File: src/rtl/core/gkcg_pkg.sv
// ----------------------------------------------------------------------------
// gkcg_pkg
// Shared types and constants for the gaussian kernel coefficient generator.
// ----------------------------------------------------------------------------
package gkcg_pkg;

    localparam int MAX_TAPS       = 63;
    localparam int COEF_FRAC_BITS = 16;
    localparam int TAP_W          = 6;
    localparam int WEIGHT_W       = 17;
    localparam int TOTAL_W        = 23;
    localparam int COEF_W         = 17;
    localparam int SIGMA_W        = 16;

    localparam logic [WEIGHT_W-1:0] WEIGHT_ONE  = 17'h10000;
    localparam logic [COEF_W-1:0]   COEF_MAX    = 17'h1FFFF;
    localparam logic [19:0]         EXP_CUTOFF  = 20'hC0000;

    // reciprocals for the series term divides, exact for 32-bit dividends
    localparam logic [31:0] RECIP_DIV3 = 32'hAAAA_AAAB;
    localparam logic [31:0] RECIP_DIV5 = 32'hCCCC_CCCD;

    typedef struct packed {
        logic [TAP_W-1:0]   tap_count;
        logic [SIGMA_W-1:0] sigma;
    } in_item_t;

    typedef struct packed {
        logic [TAP_W-1:0]  tap_index;
        logic [COEF_W-1:0] coefficient;
        logic              last_tap;
    } out_item_t;

    // datapath operations
    typedef enum logic [2:0] {
        OP_NONE,
        OP_LOAD,
        OP_TAP_START,
        OP_COEF_START,
        OP_CLEAR_TOTAL
    } dp_op_t;

    typedef struct packed {
        dp_op_t           op;
        logic [TAP_W-1:0] tap;
        logic             zero_tap;
    } dp_cmd_t;

    typedef struct packed {
        logic busy;
    } dp_status_t;

endpackage

File: src/rtl/core/gkcg_ctrl.sv
// ----------------------------------------------------------------------------
// gkcg_ctrl
// Sequencer: one pass computing raw weights, one pass emitting coefficients.
// ----------------------------------------------------------------------------
module gkcg_ctrl (
    input  logic                  aclk,
    input  logic                  aresetn,
    input  logic                  s_valid,
    output logic                  s_ready,
    input  gkcg_pkg::in_item_t    s_data,
    output logic                  m_valid,
    input  logic                  m_ready,
    output gkcg_pkg::out_item_t   m_data,
    output gkcg_pkg::dp_cmd_t     cmd,
    input  gkcg_pkg::dp_status_t  status,
    input  logic [gkcg_pkg::COEF_W-1:0] coef
);

    typedef enum logic [2:0] {
        C_IDLE, C_CLR, C_TAP, C_TWAIT, C_COEF, C_CWAIT, C_OUT
    } ctrl_state_t;

    ctrl_state_t state_reg;
    logic [gkcg_pkg::TAP_W-1:0] size_reg;
    logic [gkcg_pkg::TAP_W-1:0] idx_reg;
    logic [gkcg_pkg::TAP_W-1:0] reach_next;
    logic [gkcg_pkg::TAP_W-1:0] sz_in;
    logic                       issued_reg;

    assign sz_in = (s_data.tap_count > 6'(gkcg_pkg::MAX_TAPS)) ?
                   6'(gkcg_pkg::MAX_TAPS) : s_data.tap_count;
    assign reach_next = (sz_in - 6'd1) >> 1;
    assign s_ready = (state_reg == C_IDLE);
    assign m_valid = (state_reg == C_OUT);

    always_comb begin
        cmd = '{op: gkcg_pkg::OP_NONE, tap: idx_reg, zero_tap: 1'b0};
        unique case (state_reg)
            C_IDLE: if (s_valid) cmd = '{op: gkcg_pkg::OP_LOAD, tap: reach_next, zero_tap: 1'b0};
            C_CLR: cmd.op = gkcg_pkg::OP_CLEAR_TOTAL;
            C_TAP: begin
                cmd.op = gkcg_pkg::OP_TAP_START;
                cmd.zero_tap = (idx_reg == size_reg - 6'd1) && !size_reg[0];
            end
            C_COEF: cmd.op = gkcg_pkg::OP_COEF_START;
            default: ;
        endcase
    end

    always_ff @(posedge aclk) begin
        if (!aresetn) begin
            state_reg <= C_IDLE;
            issued_reg <= 1'b0;
        end else begin
            unique case (state_reg)
                C_IDLE: if (s_valid) begin
                    size_reg <= sz_in;
                    idx_reg  <= '0;
                    state_reg <= (sz_in == '0) ? C_IDLE : C_CLR;
                end
                C_CLR: state_reg <= C_TAP;
                C_TAP: state_reg <= C_TWAIT;
                C_TWAIT: if (!status.busy) begin
                    if (idx_reg == size_reg - 6'd1) begin
                        idx_reg <= '0;
                        state_reg <= C_COEF;
                    end else begin
                        idx_reg <= idx_reg + 6'd1;
                        state_reg <= C_TAP;
                    end
                end
                C_COEF: state_reg <= C_CWAIT;
                C_CWAIT: if (!status.busy) begin
                    m_data <= '{tap_index: idx_reg, coefficient: coef,
                                last_tap: (idx_reg == size_reg - 6'd1)};
                    state_reg <= C_OUT;
                end
                C_OUT: if (m_ready) begin
                    if (m_data.last_tap) begin
                        state_reg <= C_IDLE;
                    end else begin
                        idx_reg <= idx_reg + 6'd1;
                        state_reg <= C_COEF;
                    end
                end
                default: state_reg <= C_IDLE;
            endcase
            issued_reg <= (state_reg == C_TAP);
        end
    end

`ifndef SYNTHESIS
    a_idx: assert property (@(posedge aclk) disable iff (!aresetn)
        (state_reg == C_OUT) |-> (idx_reg < size_reg))
        else $error("tap index past kernel size");
    a_busy: assert property (@(posedge aclk) disable iff (!aresetn)
        issued_reg |-> status.busy)
        else $error("datapath ignored tap command");
    a_out: assert property (@(posedge aclk) disable iff (!aresetn)
        m_valid |-> !s_ready)
        else $error("accepting during output");
`endif

endmodule

File: config.mk
export PLATFORM = sky130hd
export DESIGN_NAME = gkcg_ctrl
export DESIGN_NICKNAME = d
export VERILOG_FILES = /design/src/rtl/core/gkcg_pkg.sv /design/src/rtl/core/gkcg_ctrl.sv
export SDC_FILE = /design/constraint.sdc
export NUM_CORES = 1
export LEC_CHECK = 0
export ABC_AREA = 1
export ABC_CLOCK_PERIOD_IN_PS = 4500
export BUFFER_PORTS_ARGS = -buffer_cell sky130_fd_sc_hd__buf_2
export CORE_MARGIN = 5
export CORE_UTILIZATION = 47
export DETAILED_ROUTE_END_ITERATION = 7
export GPL_TIMING_DRIVEN = 0
export PLACE_DENSITY = 0.89
export SLEW_MARGIN = 20
export SYNTH_ARGS = -nofsm -noshare
export SYNTH_HDL_FRONTEND = slang
export SYNTH_SLANG_ARGS = --single-unit
export TNS_END_PERCENT = 50
File: constraint.sdc
create_clock -name aclk -period 4.5 [get_ports aclk]
set_input_delay 1.125 -clock aclk [delete_from_list [all_inputs] [get_ports aclk]]
set_output_delay 1.125 -clock aclk [all_outputs]
set_load 0.02 [all_outputs]
# Yosys cells after proc, flatten, opt, wreduce, memory -nomap -nowiden
# Index checks and enable logic that the tools add are counted.
# word_totals
inputBits	44
register_bits	39
elab_cells	51
# classes
eq_ne	12
n_addsub	3
n_lt_le_gt_ge	1
n_bitwise	1
n_mux	19
n_reduce_logical	9
# ops
operator	n
two-way mux 6 bit	7
case mux 3 bit (7 select lines)	1
two-way mux 3 bit	6
case mux 6 bit (3 select lines)	1
case mux 3 bit (4 select lines)	1
subtractor 6 x 1 -> 6 bit (second input constant)	2
== test 3 bit (second input constant)	3
two-way mux 8 bit	1
!= test 2 bit (second input constant)	4
adder 6 x 1 -> 6 bit (second input constant)	1
== test 3 x 2 -> 1 bit (second input constant)	2
== test 6 bit	1
> comparator 6 bit (second input constant)	1
logical NOT 6 bit	1
AND reduction 3 bit	2
AND reduction 6 bit	1
AND reduction 4 bit	1
== test 3 x 1 -> 1 bit (second input constant)	1
logical NOT 3 bit	1
nonzero test 3 bit	1
!= test 2 x 1 -> 1 bit (second input constant)	1
case mux 1 bit (2 select lines)	1
logical AND 1 bit	1
logical NOT 1 bit	1
2 further kinds	2

# Longest topological paths before layout
# logic_depth
word_depth	6
ltp_mapped	13
mapped_depth_nobuf	13

# Least setup slack after synthesis
# Ideal clock, no wire load.
# synth_timing
path_kind	input to register
start	input status
end	register m_data[0] (netlist bit), enable pin
path_stages	1
setup_slack_ns	0.460
arrival_time_ns	3.572
cell_sequence	nor4_1
# synth_between
elab_chain_len	2
# synth_rtl
item	line_no	rtl
start, declared	gkcg_ctrl.sv:15	input gkcg_pkg::dp_status_t status,
inverter 1 bit (no line)	--	
AND reduction 3 bit (no line)	--	
end signal, assigned	gkcg_ctrl.sv:74	m_data <= '{tap_index: idx_reg, coefficient: coef,
end, declared	gkcg_ctrl.sv:13	output gkcg_pkg::out_item_t m_data,
# Every way passes these cells.
# A chain may end at the register's enable or synchronous reset.

==> reports/qor.txt <==
status = completed
Worst R2R Start = state_reg[0]
post-layout net count = 319
Worst slew margin = 40.52%
Hold WS = 562.2 ps
cell row count = 23
Layout area overhead = 27.80%
DR iter-0 viols = 77
Worst-path clk slew = 70 ps
Die W = 73.80 um
I/O pins = 80
Mean Syn Cell Area = 9.662 um^2
setup TNS = 0 ps
Cells after Synth = 198
Die Ht = 73.80 um
GRT Overall Usage = 15.44%
Worst Max-Slew Pin Slew = 885.4 ps
Root Buffer = clkbuf_8
worst r2r path cells = 7
synth top area cells = edfxtp_1, nand2_1, inv_1
worst skew pair latency = 280 ps
Final Wtd Congestion = 0.8552
CP endpoint kind = primary output
Tcrit/Tclk final = 70.70%
setup slack after layout = 1319 ps
DRT Pass-1 Iters = 5
fin crit period = 3181 ps
Cells on Worst Hold Path = 0
Leak Pwr = 1.143 nW
Die ar. = 5446 um^2
clock tree buffer depth = 2
initial antenna violation count = 0
WL per Instance = 12.56 um
post-synth top area cell = edfxtp_1
htree depth = 2
Warnings, synthesis = 0
post-CTS sizing = 0
pwr/cell area = 389.0 nW/um^2
clk_skew = 3.753 ps
vias after detailed routing = 1524
TritonCTS buffer count = 5
remaining antenna violation count after routing = 0
final WL = 4045 um
first-pass GRT wire length = 6313 um
Worst path slowest cell = edfxtp_1
area share of the largest cell type after synthesis = 56.51%
DRC errors left = 0
Post-CTS Setup Repair Bufs = 0
Num Clock Sinks = 39
count of different cell masters after synthesis = 23
Placement Setup Slack = 1326 ps
CTS tree = yes
sequential area share after synthesis = 59.65%
RSZ-0062 raised after global routing = no
number of global-route vias before repair = 1461
# fillers = 346
Slowest Stage Delay on Critical Path = 420 ps
IO Port Bufs = 63
Critical Path Source = size_reg[0]
Peak Freq = 314.3 MHz
worst endpoint required time = 3380 ps
Synth Register Bits = 39
CTS Hold Bufs = 0
drt via density = 4.733
final number of max-transition violations = 0
worst-path fanout max = 5
Setup CP Type = flip-flop to primary output
CP Launch Type = flip-flop
Synth Cell Area = 1913 um^2
antenna cells = 0
Data arrival, critical path = 2060 ps
DP HPWL = 3196 um
Final setup viols = 0
Worst VDD drop = 0.2408 mV
Largest register FFs = 24
max-cap violation count = 0
Worst Min Path Start = idx_reg[3]
gr ovfl total = 0
layout cells sized above 1 = 32.72%
final hold violation count = 0
Cell Chain, Critical Path = inv_2 > ha_1 > xnor2_1 > nor2_1 > nand2_1 > nor2_2 > nand3_2 > nor3_1 > buf_2
HP Class = flip-flop to flip-flop
Syn Nets = 246
Starting Density = 48.17%
largest net degree at the start of global routing = 13
core region area = 3971 um^2
layer usage:
| layer | track usage [%] | part of all wire (%) |
|---|---|---|
| met5 | 0 | 0 |
| met4 | 6.640 | 0.99 |
| met3 | 3.420 | 5.6 |
| met2 | 27.56 | 54 |
| met1 | 17.51 | 40 |
cells in the mapped netlist:
| cell | count |
|---|---|
| nand2_1 | 43 |
| edfxtp_1 | 36 |
| inv_1 | 31 |
| nor2_1 | 21 |
| nand3_1 | 12 |
| o21ai_0 | 7 |
| clkbuf_1 | 6 |
| xnor2_1 | 5 |
| a21oi_1 | 4 |
| ha_1 | 4 |
| inv_2 | 4 |
| nor2_2 | 4 |
| nor3_1 | 4 |
| xor2_1 | 4 |
| dfxtp_1 | 3 |
| nand2_2 | 2 |
| nand3_2 | 2 |
| a21oi_2 | 1 |
| a21oi_4 | 1 |
| mux2i_1 | 1 |
| nand4_1 | 1 |
| nor4_1 | 1 |
| o21ai_2 | 1 |
worst paths after layout:
kind,endpoint,slack [ps]
worst max-delay path,cmd[0],1320
worst min-delay path,m_data[21],560
worst max register to register,m_data[22],2340
worst min register to register,m_data[21],560
cell type report:
| cell class | instances | area (um^2) | area share, % |
|---|---|---|---|
| well taps | 50 | 62.56 | 2.559 |
| inverters | 35 | 131.4 | 5.374 |
| clock inverters | 2 | 60.06 | 2.457 |
| multi-input cells | 118 | 624.3 | 25.54 |
| flip-flops and latches | 39 | 1141 | 46.67 |
| repair buffers | 66 | 330.3 | 13.51 |
| clock buffers | 6 | 72.57 | 2.968 |
| plain buffers | 6 | 22.52 | 0.9212 |
cells in the final DEF, fill, tap and decap left out:
master	Yosys	routed
clkbuf_1	6	7
nand4_1	1	1
a21oi_1	4	4
nor3_1	4	4
nand3_2	2	2
buf_2	0	66
nor4_2	0	1
nor2_1	21	21
inv_1	31	31
nand2_1	43	43
nand2_2	2	2
nor2_2	4	4
a21oi_2	1	1
xor2_1	4	4
xnor2_1	5	5
a21oi_4	1	1
mux2i_1	1	1
nand3_1	12	12
o21ai_2	1	1
inv_2	4	4
clkbuf_8	0	5
o21ai_0	7	7
bufinv_16	0	2
ha_1	4	4
dfxtp_1	3	3
edfxtp_1	36	36
cell families (layout without fill, tap and decap cells):
group | Yosys count | after routing | synth area share (%)
xor gates and xnor gates | 9 | 9 | 4.120
buffers and inverters | 41 | 115 | 8.044
muxes | 1 | 1 | 0.5232
adders and majority gates | 4 | 4 | 2.616
and+or+nand+nor | 90 | 90 | 20.41
DFF | 39 | 39 | 59.65
AOI/OAI and AO/OA | 14 | 14 | 4.644
where the power goes:
part	internal (mW)	switching [mW]	total, mW
clock	0.222	0.114	0.336
combinational	0.0632	0.117	0.180
sequential	0.415	0.0196	0.435
total	0.700	0.251	0.951
worst max-delay path: cells and delay by family (launching register included):
family	cells	cell delay, ps
simple gates	5	650
flops	1	420
buf+inv	2	320
fa+ha+maj	1	250
xor+xnor	1	130
per-stage QoR:
stage / cell area [um^2] / util [%] / cells / power (mW)
2_1_floorplan: 1913 / - / 198 / 0.5623
3_3_place_gp: 2291 / 57.69 / 311 / 0.6150
3_5_place_dp: 2312 / 58.22 / 314 / 0.6224
4_1_cts: 2445 / 61.56 / 322 / 0.9602
5_1_grt: 2445 / 61.56 / 322 / 0.9958
6_report: 2445 / 61.56 / 322 / 0.9511
Note: power is estimated with default switching activity, not from simulation.
